$ cat src/rtl/rhp_pkg.sv
`default_nettype none

package rhp_pkg;

    localparam int PAYLOAD_MAX_DEFAULT = 2048;
    localparam int QUEUE_DEPTH_DEFAULT = 4;

    localparam int POS_W = 19;
    localparam int COUNT_W = 12;
    localparam int COUNT_MAX = 4095;

    localparam logic [POS_W-1:0] HDR_FIXED = 19'd12;
    localparam logic [POS_W-1:0] POS_MAX = 19'h7FFFF;
    localparam logic [1:0] RTP_VERSION = 2'd2;

    localparam logic [1:0] ST_OK = 2'd0;
    localparam logic [1:0] ST_BAD_VERSION = 2'd1;
    localparam logic [1:0] ST_TRUNCATED = 2'd2;

    typedef logic [7:0] byte_t;
    typedef logic [1:0] status_t;
    typedef logic [6:0] ptype_t;
    typedef logic [15:0] seq_t;
    typedef logic [31:0] word_t;
    typedef logic [COUNT_W-1:0] count_t;
    typedef logic [POS_W-1:0] pos_t;

    // One queue entry: an optional payload byte and an optional summary behind it
    typedef struct packed {
        logic    pay_valid;
        byte_t   pay_byte;
        logic    sum_valid;
        status_t status;
        ptype_t  media_type;
        logic    marker;
        seq_t    sequence_res;
        word_t   time_stamp;
        word_t   source_id;
        count_t  payload_length;
    } entry_t;

endpackage

`default_nettype wire

$ cat src/rtl/rhp_front.sv
`default_nettype none

module rhp_front #(
    parameter int PAYLOAD_MAX = rhp_pkg::PAYLOAD_MAX_DEFAULT
) (
    input  wire logic           clk,
    input  wire logic           rst_n,
    input  wire logic           accept,
    input  wire rhp_pkg::byte_t data_byte,
    input  wire logic           last_byte,
    output rhp_pkg::entry_t     entry,
    output logic                entry_valid
);
    import rhp_pkg::*;

    localparam int PAY_CAP = (PAYLOAD_MAX > COUNT_MAX) ? COUNT_MAX : PAYLOAD_MAX;

    pos_t    pos_reg, pos_next;
    pos_t    hdr_end_reg, hdr_end_next;
    logic [3:0] csrc_reg, csrc_next;
    logic    ext_reg, ext_next;
    byte_t   ext_hi_reg, ext_hi_next;
    logic    vbad_reg, vbad_next;
    ptype_t  pt_reg, pt_next;
    logic    marker_reg, marker_next;
    seq_t    seq_reg, seq_next;
    word_t   ts_reg, ts_next;
    word_t   ssrc_reg, ssrc_next;
    count_t  cnt_reg, cnt_next;

    pos_t    base;
    pos_t    base0;
    logic    pay_hit;
    status_t st;

    always_comb
    begin
        base  = HDR_FIXED + {13'd0, csrc_reg, 2'b00};
        base0 = HDR_FIXED + {13'd0, data_byte[3:0], 2'b00};

        vbad_next    = vbad_reg;
        csrc_next    = csrc_reg;
        ext_next     = ext_reg;
        hdr_end_next = hdr_end_reg;
        ext_hi_next  = ext_hi_reg;
        pt_next      = pt_reg;
        marker_next  = marker_reg;
        seq_next     = seq_reg;
        ts_next      = ts_reg;
        ssrc_next    = ssrc_reg;

        if (pos_reg == '0)
        begin
            vbad_next    = (data_byte[7:6] != RTP_VERSION);
            csrc_next    = data_byte[3:0];
            ext_next     = data_byte[4];
            hdr_end_next = base0 + (data_byte[4] ? 19'd4 : 19'd0);
        end
        else if (pos_reg == 19'd1)
        begin
            pt_next     = data_byte[6:0];
            marker_next = data_byte[7];
        end
        else if (pos_reg < 19'd4)
        begin
            seq_next = {seq_reg[7:0], data_byte};
        end
        else if (pos_reg < 19'd8)
        begin
            ts_next = {ts_reg[23:0], data_byte};
        end
        else if (pos_reg < HDR_FIXED)
        begin
            ssrc_next = {ssrc_reg[23:0], data_byte};
        end

        // extension length word sits at base+2..base+3
        if (ext_reg && pos_reg >= HDR_FIXED)
        begin
            if (pos_reg == base + 19'd2)
                ext_hi_next = data_byte;
            else if (pos_reg == base + 19'd3)
                hdr_end_next = base + 19'd4 + {1'b0, ext_hi_reg, data_byte, 2'b00};
        end

        // header end only grows past the current byte, so the held value is safe here
        pay_hit = !vbad_reg && pos_reg >= hdr_end_reg && pos_reg >= HDR_FIXED
                  && cnt_reg < COUNT_W'(PAY_CAP);
        cnt_next = pay_hit ? cnt_reg + 1'b1 : cnt_reg;
        pos_next = (pos_reg < POS_MAX) ? pos_reg + 1'b1 : pos_reg;

        if (vbad_next)
            st = ST_BAD_VERSION;
        else if (pos_next < HDR_FIXED || pos_next < hdr_end_next)
            st = ST_TRUNCATED;
        else
            st = ST_OK;

        entry.pay_valid      = pay_hit;
        entry.pay_byte       = data_byte;
        entry.sum_valid      = last_byte;
        entry.status         = st;
        entry.media_type     = (st == ST_OK) ? pt_next : '0;
        entry.marker         = (st == ST_OK) ? marker_next : 1'b0;
        entry.sequence_res   = (st == ST_OK) ? seq_next : '0;
        entry.time_stamp     = (st == ST_OK) ? ts_next : '0;
        entry.source_id      = (st == ST_OK) ? ssrc_next : '0;
        entry.payload_length = (st == ST_OK) ? cnt_next : '0;
        entry_valid          = accept && (pay_hit || last_byte);
    end

    always_ff @(posedge clk or negedge rst_n)
    begin
        if (!rst_n)
        begin
            pos_reg     <= '0;
            hdr_end_reg <= HDR_FIXED;
            csrc_reg    <= '0;
            ext_reg     <= 1'b0;
            ext_hi_reg  <= '0;
            vbad_reg    <= 1'b0;
            pt_reg      <= '0;
            marker_reg  <= 1'b0;
            seq_reg     <= '0;
            ts_reg      <= '0;
            ssrc_reg    <= '0;
            cnt_reg     <= '0;
        end
        else if (accept)
        begin
            if (last_byte)
            begin
                pos_reg     <= '0;
                hdr_end_reg <= HDR_FIXED;
                csrc_reg    <= '0;
                ext_reg     <= 1'b0;
                ext_hi_reg  <= '0;
                vbad_reg    <= 1'b0;
                pt_reg      <= '0;
                marker_reg  <= 1'b0;
                seq_reg     <= '0;
                ts_reg      <= '0;
                ssrc_reg    <= '0;
                cnt_reg     <= '0;
            end
            else
            begin
                pos_reg     <= pos_next;
                hdr_end_reg <= hdr_end_next;
                csrc_reg    <= csrc_next;
                ext_reg     <= ext_next;
                ext_hi_reg  <= ext_hi_next;
                vbad_reg    <= vbad_next;
                pt_reg      <= pt_next;
                marker_reg  <= marker_next;
                seq_reg     <= seq_next;
                ts_reg      <= ts_next;
                ssrc_reg    <= ssrc_next;
                cnt_reg     <= cnt_next;
            end
        end
    end

`ifndef NO_ASSERTIONS
    a_bad_no_payload: assert property (@(posedge clk) disable iff (!rst_n)
        vbad_reg |-> !pay_hit)
        else $error("payload passed for bad-version packet");
`endif

endmodule

`default_nettype wire

$ cat src/rtl/rhp_fifo.sv
`default_nettype none

module rhp_fifo #(
    parameter int DEPTH = rhp_pkg::QUEUE_DEPTH_DEFAULT
) (
    input  wire logic            clk,
    input  wire logic            rst_n,
    input  wire logic            wr_en,
    input  wire rhp_pkg::entry_t wr_data,
    input  wire logic            rd_en,
    output rhp_pkg::entry_t      rd_data,
    output logic                 q_empty,
    output logic                 q_full
);
    import rhp_pkg::*;

    localparam int AW = (DEPTH > 1) ? $clog2(DEPTH) : 1;
    localparam int CW = $clog2(DEPTH + 1);

    entry_t mem [DEPTH];
    logic [AW-1:0] wr_ptr_reg, rd_ptr_reg;
    logic [CW-1:0] count_reg, count_next;
    logic do_wr, do_rd;

    assign q_empty = (count_reg == '0);
    assign q_full  = (count_reg == CW'(DEPTH));
    assign do_wr   = wr_en && !q_full;
    assign do_rd   = rd_en && !q_empty;
    assign rd_data = mem[rd_ptr_reg];

    always_comb
    begin
        count_next = count_reg;
        if (do_wr && !do_rd)
            count_next = count_reg + 1'b1;
        else if (do_rd && !do_wr)
            count_next = count_reg - 1'b1;
    end

    always_ff @(posedge clk)
    begin
        if (do_wr)
            mem[wr_ptr_reg] <= wr_data;
    end

    always_ff @(posedge clk or negedge rst_n)
    begin
        if (!rst_n)
        begin
            wr_ptr_reg <= '0;
            rd_ptr_reg <= '0;
            count_reg  <= '0;
        end
        else
        begin
            count_reg <= count_next;
            if (do_wr)
                wr_ptr_reg <= (wr_ptr_reg == AW'(DEPTH - 1)) ? '0 : wr_ptr_reg + 1'b1;
            if (do_rd)
                rd_ptr_reg <= (rd_ptr_reg == AW'(DEPTH - 1)) ? '0 : rd_ptr_reg + 1'b1;
        end
    end

`ifndef NO_ASSERTIONS
    a_count_range: assert property (@(posedge clk) disable iff (!rst_n)
        count_reg <= CW'(DEPTH))
        else $error("queue count out of range");
    a_no_drop: assert property (@(posedge clk) disable iff (!rst_n)
        wr_en |-> !q_full)
        else $error("entry written into full queue");
`endif

endmodule

`default_nettype wire

$ cat src/rtl/rhp_back.sv
`default_nettype none

module rhp_back (
    input  wire logic             clk,
    input  wire logic             rst_n,
    input  wire rhp_pkg::entry_t  q_data,
    input  wire logic             q_empty,
    output logic                  q_pop,
    input  wire logic             pop,
    output logic                  empty,
    output logic                  is_summary,
    output rhp_pkg::byte_t        payload_byte,
    output rhp_pkg::status_t      status,
    output rhp_pkg::ptype_t       media_type,
    output logic                  marker,
    output rhp_pkg::seq_t         sequence_res,
    output rhp_pkg::word_t        time_stamp,
    output rhp_pkg::word_t        source_id,
    output rhp_pkg::count_t       payload_length,
    output logic                  end_of_run
);
    import rhp_pkg::*;

    entry_t cur_reg, cur_next;
    logic   valid_reg, valid_next;
    logic   show_pay, xfer, done, load;

    assign show_pay = cur_reg.pay_valid;
    assign xfer     = pop && valid_reg;
    // a payload entry with a summary behind it takes two transfers
    assign done     = xfer && !(show_pay && cur_reg.sum_valid);
    assign load     = !valid_reg || done;
    assign q_pop    = load && !q_empty;
    assign empty    = !valid_reg;

    always_comb
    begin
        cur_next   = cur_reg;
        valid_next = valid_reg;
        if (load)
        begin
            valid_next = !q_empty;
            cur_next   = q_data;
        end
        else if (xfer)
        begin
            cur_next.pay_valid = 1'b0;
        end
    end

    assign is_summary     = !show_pay;
    assign payload_byte   = show_pay ? cur_reg.pay_byte : '0;
    assign status         = show_pay ? ST_OK : cur_reg.status;
    assign media_type     = show_pay ? '0 : cur_reg.media_type;
    assign marker         = show_pay ? 1'b0 : cur_reg.marker;
    assign sequence_res   = show_pay ? '0 : cur_reg.sequence_res;
    assign time_stamp     = show_pay ? '0 : cur_reg.time_stamp;
    assign source_id      = show_pay ? '0 : cur_reg.source_id;
    assign payload_length = show_pay ? '0 : cur_reg.payload_length;
    assign end_of_run     = !show_pay;

    always_ff @(posedge clk)
    begin
        cur_reg <= cur_next;
    end

    always_ff @(posedge clk or negedge rst_n)
    begin
        if (!rst_n)
            valid_reg <= 1'b0;
        else
            valid_reg <= valid_next;
    end

`ifndef NO_ASSERTIONS
    a_entry_nonempty: assert property (@(posedge clk) disable iff (!rst_n)
        valid_reg |-> (cur_reg.pay_valid || cur_reg.sum_valid))
        else $error("held entry carries no result");
    a_summary_follows: assert property (@(posedge clk) disable iff (!rst_n)
        (xfer && show_pay && cur_reg.sum_valid) |=> (!empty && is_summary))
        else $error("summary lost after payload transfer");
`endif

endmodule

`default_nettype wire

$ cat src/rtl/rtp_header_parser.sv
`default_nettype none

// RTP fixed-header parser. Packet bytes come in one per cycle (push/full) with
// last_byte on the final byte; version, CSRC count and extension length are
// decoded on the fly and every byte past the header end of a packet with a good
// version comes out as a payload result (up to PAYLOAD_MAX, capped at 4095),
// followed on the last byte by a summary with status 0 ok, 1 bad version, 2
// truncated. Input rate is one byte per cycle while full is low; the parse
// registers update in the cycle a byte is taken. Results are written into a
// QUEUE_DEPTH-entry queue and then loaded into a one-entry output register. A
// last byte that is also payload occupies the output for two transfers, and
// full rises when the queue fills behind a stalled or slower pop side.
module rtp_header_parser #(
    parameter int PAYLOAD_MAX = rhp_pkg::PAYLOAD_MAX_DEFAULT,
    parameter int QUEUE_DEPTH = rhp_pkg::QUEUE_DEPTH_DEFAULT
) (
    input  wire logic             clk,
    input  wire logic             rst_n,
    input  wire logic             push,
    output logic                  full,
    input  wire rhp_pkg::byte_t   data_byte,
    input  wire logic             last_byte,
    output logic                  empty,
    input  wire logic             pop,
    output logic                  is_summary,
    output rhp_pkg::byte_t        payload_byte,
    output rhp_pkg::status_t      status,
    output rhp_pkg::ptype_t       media_type,
    output logic                  marker,
    output rhp_pkg::seq_t         sequence_res,
    output rhp_pkg::word_t        time_stamp,
    output rhp_pkg::word_t        source_id,
    output rhp_pkg::count_t       payload_length,
    output logic                  end_of_run
);
    import rhp_pkg::*;

    entry_t f_entry, q_data;
    logic   f_valid, q_empty, q_full, q_pop, accept;

    assign full   = q_full;
    assign accept = push && !q_full;

    rhp_front #(
        .PAYLOAD_MAX(PAYLOAD_MAX)
    ) u_front (
        .clk        (clk),
        .rst_n      (rst_n),
        .accept     (accept),
        .data_byte  (data_byte),
        .last_byte  (last_byte),
        .entry      (f_entry),
        .entry_valid(f_valid)
    );

    rhp_fifo #(
        .DEPTH(QUEUE_DEPTH)
    ) u_fifo (
        .clk    (clk),
        .rst_n  (rst_n),
        .wr_en  (f_valid),
        .wr_data(f_entry),
        .rd_en  (q_pop),
        .rd_data(q_data),
        .q_empty(q_empty),
        .q_full (q_full)
    );

    rhp_back u_back (
        .clk           (clk),
        .rst_n         (rst_n),
        .q_data        (q_data),
        .q_empty       (q_empty),
        .q_pop         (q_pop),
        .pop           (pop),
        .empty         (empty),
        .is_summary    (is_summary),
        .payload_byte  (payload_byte),
        .status        (status),
        .media_type    (media_type),
        .marker        (marker),
        .sequence_res  (sequence_res),
        .time_stamp    (time_stamp),
        .source_id     (source_id),
        .payload_length(payload_length),
        .end_of_run    (end_of_run)
    );

endmodule

`default_nettype wire
$ cat config.mk
export PLATFORM = sky130hd
export DESIGN_NAME = rtp_header_parser
export DESIGN_NICKNAME = d
export VERILOG_FILES = /design/src/rtl/rhp_pkg.sv /design/src/rtl/rhp_front.sv /design/src/rtl/rhp_fifo.sv /design/src/rtl/rhp_back.sv /design/src/rtl/rtp_header_parser.sv
export SDC_FILE = /design/constraint.sdc
export NUM_CORES = 1
export LEC_CHECK = 0
export ABC_AREA = 1
export BUFFER_PORTS_ARGS = -buffer_cell sky130_fd_sc_hd__clkbuf_2
export CORE_MARGIN = 10
export CORE_UTILIZATION = 50
export DETAILED_ROUTE_END_ITERATION = 10
export GPL_TIMING_DRIVEN = 0
export PLACE_DENSITY = 0.73
export REMOVE_ABC_BUFFERS = 1
export SLEW_MARGIN = 10
export SYNTH_ARGS = -nofsm -noshare
export SYNTH_HDL_FRONTEND = slang
export SYNTH_SLANG_ARGS = --single-unit
$ cat constraint.sdc
create_clock -name clk -period 6.6 [get_ports clk]
set_clock_uncertainty 0.15 [all_clocks]
set_input_delay 0.99 -clock clk [delete_from_list [all_inputs] [get_ports clk]]
set_output_delay 0.99 -clock clk [all_outputs]
set_load 0.01 [all_outputs]
Word level (Yosys, flattened, before mapping)
Memories as Yosys holds them, arrays and structs flattened.
Index checks and enable logic that the tools add are counted.
{"block": "classes", "eq_ne": 7, "shifts": 0, "bitwise_logic": 0, "reduce_logical": 35, "addsub": 13, "n_mul": 0, "order_cmp": 9, "div": 0, "muxes": 64}
{"operator": "two-way mux 32 bit", "n": 15}
{"operator": "two-way mux 19 bit", "n": 7}
{"operator": "two-way mux 16 bit", "n": 6}
{"operator": "less-than comparator 19 x 4 -> 1 bit (second input constant)", "n": 3}
{"operator": "two-way mux 12 bit", "n": 4}
{"operator": "adder 19 x 2 -> 19 bit (second input constant)", "n": 2}
{"operator": "equality test 19 bit", "n": 2}
{"operator": "two-way mux 7 bit", "n": 5}
{"operator": "two-way mux 8 bit", "n": 4}
{"operator": "adder 19 x 1 -> 19 bit (second input constant)", "n": 1}
{"operator": "adder 19 x 18 -> 19 bit", "n": 1}
{"operator": "adder 19 bit", "n": 1}
{"operator": "adder 19 x 3 -> 19 bit (second input constant)", "n": 1}
{"operator": "equality test 19 x 1 -> 1 bit (second input constant)", "n": 1}
{"operator": ">= comparator 19 bit", "n": 1}
{"operator": ">= comparator 19 x 4 -> 1 bit (second input constant)", "n": 1}
{"operator": "logical NOT 19 bit", "n": 1}
{"operator": "less-than comparator 19 bit", "n": 1}
{"operator": "less-than comparator 19 bit (second input constant)", "n": 1}
{"operator": "less-than comparator 19 x 3 -> 1 bit (second input constant)", "n": 1}
{"operator": "adder 4 x 6 -> 7 bit (first input constant)", "n": 2}
{"operator": "logical AND 1 bit", "n": 14}
{"operator": "two-way mux 1 bit", "n": 13}
{"operator": "adder 12 x 1 -> 12 bit (second input constant)", "n": 1}
{"operator": "other kinds (17)", "n": 39}
{"block": "totals", "latch_bits": 0, "input_bits": 13, "mem_bits_rw": 448, "output_inout_bits": 114, "romBits": 0, "ff_bits": 272, "n_memories": 1}
{"name": "u_fifo.mem", "words": 4, "width": 112, "rd": 1, "rd_clocked_by_memory_dff": 0, "wr": 1, "line": "rhp_fifo.sv:20", "text": "entry_t mem [DEPTH];"}

Logic depth before layout (Yosys ltp)
Gate-level depths: netlist of the first run.
{"block": "logic_depth", "word_depth": 12, "ltp_mapped": 32, "ltp_nobuf": 30}

Modules after synthesis
From an unflattened synthesis of the first run, not the netlist that was laid out.
{"block": "unflattened", "cells_unflattened": 3131, "area_unflattened_um2": 33778.6}
{"module": "rhp_fifo", "n_inst": 1, "area_per_inst_um2": 18416.4, "cells_each": 1368, "seq_area_each_um2": 13628.1}
{"module": "rhp_front", "n_inst": 1, "area_per_inst_um2": 10968.0, "cells_each": 1404, "seq_area_each_um2": 3806.2}
{"module": "rhp_back", "n_inst": 1, "area_per_inst_um2": 4384.2, "cells_each": 357, "seq_area_each_um2": 3388.2}
{"module": "rtp_header_parser", "n_inst": 1, "area_per_inst_um2": 10.0, "cells_each": 2, "seq_area_each_um2": 0.0}

Worst setup path before layout of the first run
No wires, ideal clock.
{"block": "synth_timing", "path_kind": "register to register", "startpoint": "reg u_front.hdr_end_reg[2]", "endpoint": "mem u_fifo.mem[0][0] (netlist bit) (enable)", "arrival_ns": 6.416, "setup_time_ns": 0.585, "slack_ns": -0.551, "stages_incl_launch_ff": 17, "synth_period_minus_slack_ns": 7.151, "n_path_buf": 0, "required_ns": 5.865, "cell_sequence": "dfstp_2 -> inv_1 -> ha_1 -> nand2_1 -> o21ai_0 -> nand2_1 -> nand2_1 -> nand2_1 -> nand2_1 -> nand2_1 -> nand2_1 -> nand2_1 -> nand2_1 -> nand2_2 -> nand2_1 -> nand2_1 -> nor2_1"}
{"block": "synth_via", "elab_chain_len": 9}
{"item": "start, declared", "line": "rhp_front.sv:19", "text": "pos_t hdr_end_reg, hdr_end_next;"}
{"item": "start signal, assigned", "line": "rhp_front.sv:149", "text": "hdr_end_reg <= hdr_end_next;"}
{"item": ">= comparator 19 bit", "line": "rhp_front.sv:87", "text": "pay_hit = !vbad_reg && pos_reg >= hdr_end_reg && pos_reg >= HDR_FIXED"}
{"item": "logical AND 1 bit (2 in a row)", "line": "rhp_front.sv:87"}
{"item": "logical AND 1 bit", "line": "rhp_front.sv:88", "text": "&& cnt_reg < COUNT_W'(PAY_CAP);"}
{"item": "logical OR 1 bit", "line": "rhp_front.sv:109", "text": "entry_valid = accept && (pay_hit || last_byte);"}
{"item": "logical AND 1 bit", "line": "rhp_front.sv:109"}
{"item": "logical AND 1 bit", "line": "rhp_fifo.sv:27", "text": "assign do_wr = wr_en && !q_full;"}
{"item": "two-way mux 1 bit", "line": "rhp_fifo.sv:42", "text": "if (do_wr)"}
{"item": "two-way mux 1 bit (not written as such)", "line": "rhp_fifo.sv:43", "text": "mem[wr_ptr_reg] <= wr_data;"}
{"item": "end, declared", "line": "rhp_fifo.sv:20"}
Every way passes these cells.

==> results by group, run 1 <==
Outcome
  • Status: completed

Die
  • DIE HEIGHT: 275 um
  • Core ar.: 64300 um^2
  • Ports: 127
  • Chip Width: 275 um
  • FP Rows: 93
  • Die Footprint: 75400 um^2
  • Starting Density: 50.4%

Global route
  • Overflow after GRT: 0
  • Grt met3 use: 2.74%
  • Largest net degree at the start of global routing: 97
  • Met1 Track Usage GR: 23.9%
  • GRT busiest layer: met2
  • Number of global-route vias before repair: 21.3k
  • First-pass GRT wire length: 116000 um
  • All-Layer GR Usage: 19.5%
  • Initial antenna violation count: 1
  • GR Util met2: 34.3%

Layout
  • Final Core Density: 57.2%
  • Layout cell share with drive strength beyond 1: 15.0%
  • Final net count: 3098
  • Max reg flops: 448
  • Layout area overhead: 13.6%

STA
  • FMAX: 168 MHz
  • Final hold slack: 0.262 ns
  • Worst slew pin tran: 0.910 ns
  • Final Setup Violations: 0
  • Fin crit period: 5.97 ns
  • Crit share post-route: 90.4%
  • Setup TNS: 0 ns
  • Relative slew slack: 39.2%
  • Slew Limit Fails: 0
  • RSZ-0062 raised after global routing: false
  • Hold Vio Cnt, Final: 0

Detailed routing
  • Drt total wl: 73800 um
  • Avg WL per Cell: 18.8 um
  • Iteration-0 DRC Markers: 1798
  • DR vias: 21.5k
  • Initial DRT Pass Iterations: 6
  • ANT nets after route: 0
  • DRC viols: 0
  • Via/cell ratio: 5.47

Yosys
  • Yosys cell types: 50
  • Synthesized area: 32400 um^2
  • Synth warn: 0
  • Synth Area per Inst: 11.1 um^2
  • Seq cells post-synth: 720
  • Synth top area cells: edfxtp_1 (52%), dfrtp_1 (12%), o21ai_0 (5.4%), nor2_1 (4.5%), o22ai_1 (4.2%)
  • Commonest register cell after synthesis: edfxtp_1
  • EDFF count, synth: 560
  • Gate count of the mapped netlist: 2924
  • Share of the yosys chip area belonging to registers: 64.3%
  • Share of the synthesized area in the top cell type: 51.9%
  • Asr flop ratio synth: 22.2%
  • Post-synth top area cell: edfxtp_1

Power
  • Overall power: 15.2 mW
  • Peak supply drop: 0.249 mV
  • Pwr/cell area: 413 nW/um^2
  • Static Leakage: 14.3 nW

Clock tree
  • CTS tree: built
  • Cts hold-fix bufs: 0
  • Clock latency on the worst-skew pair: 0.61 ns
  • Clock H-tree levels: 3
  • Clock root buffer: clkbuf_16
  • Setup Fix Bufs, Post-CTS: 0
  • Post-CTS Resized: 0
  • Clock sinks: 720
  • Clk buf depth: 3
  • Clock transition at the registers of the reported paths: 0.06 ns
  • TritonCTS Buffers: 69

Setup path
  • WS Path Type: in -> reg
  • CP arrival: 6.16 ns
  • Crit-path slowest cell: fa_1
  • CP Data Required Time: 6.79 ns
  • Slowest Stage Delay on Critical Path: 0.42 ns
  • Reg-to-Reg Start: u_front.csrc_reg[0]$_DFFE_PN0P_
  • Startpoint Class: input pin
  • Most used cell, CP: nand2_1
  • RR Endpoint: u_fifo.mem[0][55]$_DFFE_PP_
  • Worst Reg-to-Reg Cells: 31
  • Flop2flop setup slack: 0.68 ns
  • Setup crit end kind: flip-flop
  • CP max FO: 22

Min path
  • Worst hold-check path type: in -> async

Placed design
  • PortBufs: 126
  • Final HPWL DP: 46100 um
  • RePlAce Congestion: 0.883

Job
  • Max_cap viols: 0
## routing by layer
layer  part of all wire (%)  vias up
met3                    6.1      126
li1                       -    10200
met5                      0        -
met4                    2.8        0
met1                     40    10500
met2                     51      689
## Yosys cell counts, types with 9 or more instances
cell and number:
nand2_2 9, o22ai_1 215, nand2_1 337, nand3_1 55, inv_2 19, inv_1 340, clkbuf_1 127, buf_12 11
nand4_1 11, nor2_1 392, nor3_1 13, edfxtp_1 560, ha_1 62, xor2_1 32, o21ai_2 12, nor2_4 103
dfrtp_1 158, o21ai_0 352, a21oi_1 30, o211ai_1 9
## cells by family (layout without fill, tap and decap cells)
logic type                 Yosys count  count (layout)  synth area share, %
adders and majority gates           64              64                 2.52
buffers and inverters              511             663                 6.63
xor gates and xnor gates            38              38                 1.03
and+or+nand+nor                    950             950                 14.3
muxes                                1               1               0.0348
DFF                                720             720                 64.3
AOI/OAI and AO/OA                  640             640                 11.2
other                                0               2                    0
## stage by stage
step	setup WS (ns)	cell area, um^2	instances
2_1_floorplan	-2.57	31600	2773
3_3_place_gp	-10.14	33300	3754
3_5_place_dp	-0.112	34600	3804
4_1_cts	0.407	36800	3930
5_1_grt	0.273	36800	3932
6_report	0.631	36800	3933
## critical path, delay by kind of cell
family / cells / cell delay (ns)
buf+inv: 10 / 1.96
fa+ha+maj: 4 / 1.22
simple gates: 14 / 1.45
compound gates: 3 / 0.43
## layout make-up
type                    count  area (um^2)
flip-flops and latches    720        20800
multi-input cells        1693         9490
inverters                 360         1380
fillers                  4975        27500
clock inverters            30          318
well taps                 855         1070
diodes                      2         5.00
clock buffers              96         1930
repair buffers            177         1800
## report_power, final
part | switching (mW) | leakage, nW | total (mW) | internal (mW)
registers | 0.407 | 7.51 | 6.35 | 5.95
clock network | 1.65 | 1.10 | 3.93 | 2.29
logic | 3.31 | 5.70 | 4.93 | 1.61
total | 5.37 | 14.3 | 15.2 | 9.85
## placed cells by master (no fill, tap or decap), drive strengths merged, types with 51 or more instances in the layout
cell and count:
o22ai 215, inv 361, ha 62, dfrtp 158, nand2 347, nor2 501, clkbuf 222, nand3 59
edfxtp 560, o21ai 375, buf 51
## worst max-delay path by stage
stage / from / end / slack, ns / depth (start not counted)
after global routing: data_byte[0] / u_fifo.mem[2][55]$_DFFE_PP_ / 0.27 / 31
after detailed placement: data_byte[0] / u_fifo.mem[3][79]$_DFFE_PP_ / -0.11 / 31
final: data_byte[0] / u_fifo.mem[0][55]$_DFFE_PP_ / 0.63 / 31
after floorplan: push / u_fifo.mem[3][0]$_DFFE_PP_ / -2.57 / 4
after global placement: push / u_fifo.mem[0][74]$_DFFE_PP_ / -10.14 / 5
after CTS: data_byte[0] / u_fifo.mem[2][47]$_DFFE_PP_ / 0.41 / 31
Power figures use the tool's default switching activity.
==> inputs of run 2 (changes only) <==
--- a/config.mk
+++ b/config.mk
@@ -6,12 +6,12 @@
 export NUM_CORES = 1
 export LEC_CHECK = 0
 export ABC_AREA = 1
-export BUFFER_PORTS_ARGS = -buffer_cell sky130_fd_sc_hd__clkbuf_2
 export CORE_MARGIN = 10
 export CORE_UTILIZATION = 50
 export DETAILED_ROUTE_END_ITERATION = 10
+export DONT_BUFFER_PORTS = 1
 export GPL_TIMING_DRIVEN = 0
-export PLACE_DENSITY = 0.73
+export PLACE_DENSITY = 0.72
 export REMOVE_ABC_BUFFERS = 1
 export SLEW_MARGIN = 10
 export SYNTH_ARGS = -nofsm -noshare
==> run 2 against run 1 <==
Against the previous run:
- die area did not move
- non-clock buffer count fell by 124
- register-to-register slack got worse by 0.22 ns
- setup slack got worse by 0.17 ns
- critical path depth did not move
- sequential power barely moved
- clock power rose by 6.6%
- first-iteration DRC count fell by 6.3%
- cell count fell by 3.1%
- sequential share of layout area rose by 0.54 points
- critical endpoint is now u_fifo.mem[1][95]$_DFFE_PP_
==> results by group, run 2 (same netlist as run 1, synthesis figures left out) <==
Layout
  • Final Core Density: 56.7%
  • Leading cell type in the layout, fill and taps excluded: edfxtp_1
  • Max reg flops: 448
  • Fill cells: 5035
  • Final Cell Area: 36500 um^2
  • Most frequent cells in the layout: edfxtp_1 (560), nor2_1 (387), o21ai_0 (352), inv_1 (336), nand2_1 (336)
  • Layout cell share with drive strength beyond 1: 11.9%
  • Layout area overhead: 12.6%
  • Number of diodes: 0
  • Final net count: 2976

Clock tree
  • Clock root buffer: clkbuf_16
  • Clock latency on the worst-skew pair: 0.61 ns
  • Clock sinks: 720
  • TritonCTS Buffers: 71
  • Clock transition at the registers of the reported paths: 0.06 ns
  • CTS tree: built
  • Post-CTS Resized: 0
  • Clk buf depth: 3
  • Clock H-tree levels: 3

Setup path
  • Crit-path slowest cell: dfrtp_1
  • CP arrival: 6.42 ns
  • Reg-to-Reg Start: u_front.csrc_reg[0]$_DFFE_PN0P_
  • CP Data Required Time: 6.88 ns
  • RR Endpoint: u_fifo.mem[1][95]$_DFFE_PP_
  • Most used cell, CP: nand2_1
  • WS Path Type: reg -> reg
  • Flop2flop setup slack: 0.46 ns
  • Worst Reg-to-Reg Cells: 31
  • Slowest Stage Delay on Critical Path: 0.44 ns
  • Setup crit end kind: flip-flop
  • Startpoint Class: flip-flop
  • CP max FO: 23

Power
  • Static Leakage: 13.9 nW
  • Peak supply drop: 0.223 mV
  • Combinational Power Share: 30.4%
  • Clock Power Share: 27.6%
  • NetSw: 5.32 mW
  • Internal: 9.83 mW
  • Flop pwr share: 42.0%
  • Pwr/cell area: 415 nW/um^2
  • Sw Share: 35.1%

STA
  • FMAX: 163 MHz
  • Hold Vio Cnt, Final: 0
  • Slew Limit Fails: 0
  • RSZ-0062 raised after global routing: false
  • Worst slew pin tran: 1.01 ns
  • Relative slew slack: 32.3%
  • Final Setup Violations: 0
  • Fin crit period: 6.14 ns
  • Crit share post-route: 93.0%

Placed design
  • Area after DPL: 34000 um^2
  • PortBufs: 0
  • Final HPWL DP: 47900 um
  • RePlAce Congestion: 0.860

Die
  • Starting Density: 50.4%
  • FP Rows: 93
  • Ports: 127
  • DIE HEIGHT: 275 um
  • Chip Width: 275 um
  • Die Footprint: 75400 um^2
  • Core ar.: 64300 um^2

Detailed routing
  • DRC viols: 0
  • Initial DRT Pass Iterations: 7
  • Drt total wl: 76600 um
  • Top Metal Used: met5
  • Avg WL per Cell: 20.1 um
  • Via/cell ratio: 5.56
  • DR vias: 21.2k
  • Iteration-0 DRC Markers: 1685
  • ANT nets after route: 0
  • DR WL met3: 4500 um
  • WL met2: 38600 um
  • DRT met1 WL: 31200 um

Min path
  • Worst hold-check path type: in -> async

Global route
  • Overflow after GRT: 0
  • All-Layer GR Usage: 20.3%
  • Number of global-route vias before repair: 21.5k
  • Largest net degree at the start of global routing: 159
  • Initial antenna violation count: 3
  • First-pass GRT wire length: 120000 um

Outcome
  • Status: completed

Job
  • Max_cap viols: 0
run 2: critical path: cells and delay by family (launching register included):
family / cells / cell delay [ns]
and+or+nand+nor: 16 / 2.20
adders and majority gates: 5 / 1.51
buffers and inverters: 9 / 1.37
DFF: 1 / 0.44
AOI/OAI and AO/OA: 1 / 0.17
run 2: power by group through the flow:
stage | registers, mW | clock network (mW) | logic [mW]
floorplan | 6.51 | 0 | 2.93
global placement | 6.90 | 0 | 3.87
detailed placement | 6.45 | 0 | 4.59
CTS | 6.36 | 4.24 | 4.64
global route | 6.43 | 4.45 | 5.11
finish | 6.36 | 4.19 | 4.60
run 2: per-stage QoR:
step                worst slack [ns]  std cells  TNS [ns]  power (mW)  hold WS (ns)
floorplan                      -2.57       2773  -2102.36        9.44         0.303
global placement              -10.22       3628  -7509.51        10.8         0.318
detailed placement           -0.0615       3678     -3.32        11.0         0.332
CTS                            0.115       3810         0        15.2        0.0443
global route                   0.169       3812         0        16.0        0.0498
finish                         0.460       3812         0        15.1        0.0747
run 2: what timing repair did:
| item | 4_1_cts | 5_1_grt |
|---|---|---|
| hold endpoints to repair | 158 | 0 |
| buffers inserted | 0 | 2 |
| hold buffers | 1 | 0 |
| setup endpoints to repair | 0 | 120 |
run 2: how the worst max path moves through the flow:
stage,start,endpoint,slack [ns],cells past startpoint
2_1_floorplan,push,u_fifo.mem[3][0]$_DFFE_PP_,-2.57,4
3_3_place_gp,push,u_fifo.mem[3][77]$_DFFE_PP_,-10.22,4
3_5_place_dp,data_byte[0],u_fifo.mem[2][82]$_DFFE_PP_,-0.06,30
4_1_cts,u_front.csrc_reg[0]$_DFFE_PN0P_,u_fifo.mem[1][95]$_DFFE_PP_,0.11,31
5_1_grt,u_front.csrc_reg[0]$_DFFE_PN0P_,u_fifo.mem[1][95]$_DFFE_PP_,0.17,31
6_report,u_front.csrc_reg[0]$_DFFE_PN0P_,u_fifo.mem[1][95]$_DFFE_PP_,0.46,31
run 2: cell type report:
cell class | count | area [um^2] | area share (%)
multi-input cells | 1693 | 9490 | 26.0
flip-flops and latches | 720 | 20800 | 57.1
well taps | 855 | 1070 | 2.93
clock inverters | 30 | 350 | 0.961
inverters | 360 | 1380 | 3.77
repair buffers | 53 | 1250 | 3.43
clock buffers | 101 | 2100 | 5.77
run 2: layer usage:
layer | GRT usage, % | vias up
met5 | 0 | -
met4 | 7.81 | 4
met3 | 2.87 | 129
met2 | 34.8 | 659
met1 | 25.7 | 10400
li1 | - | 9977
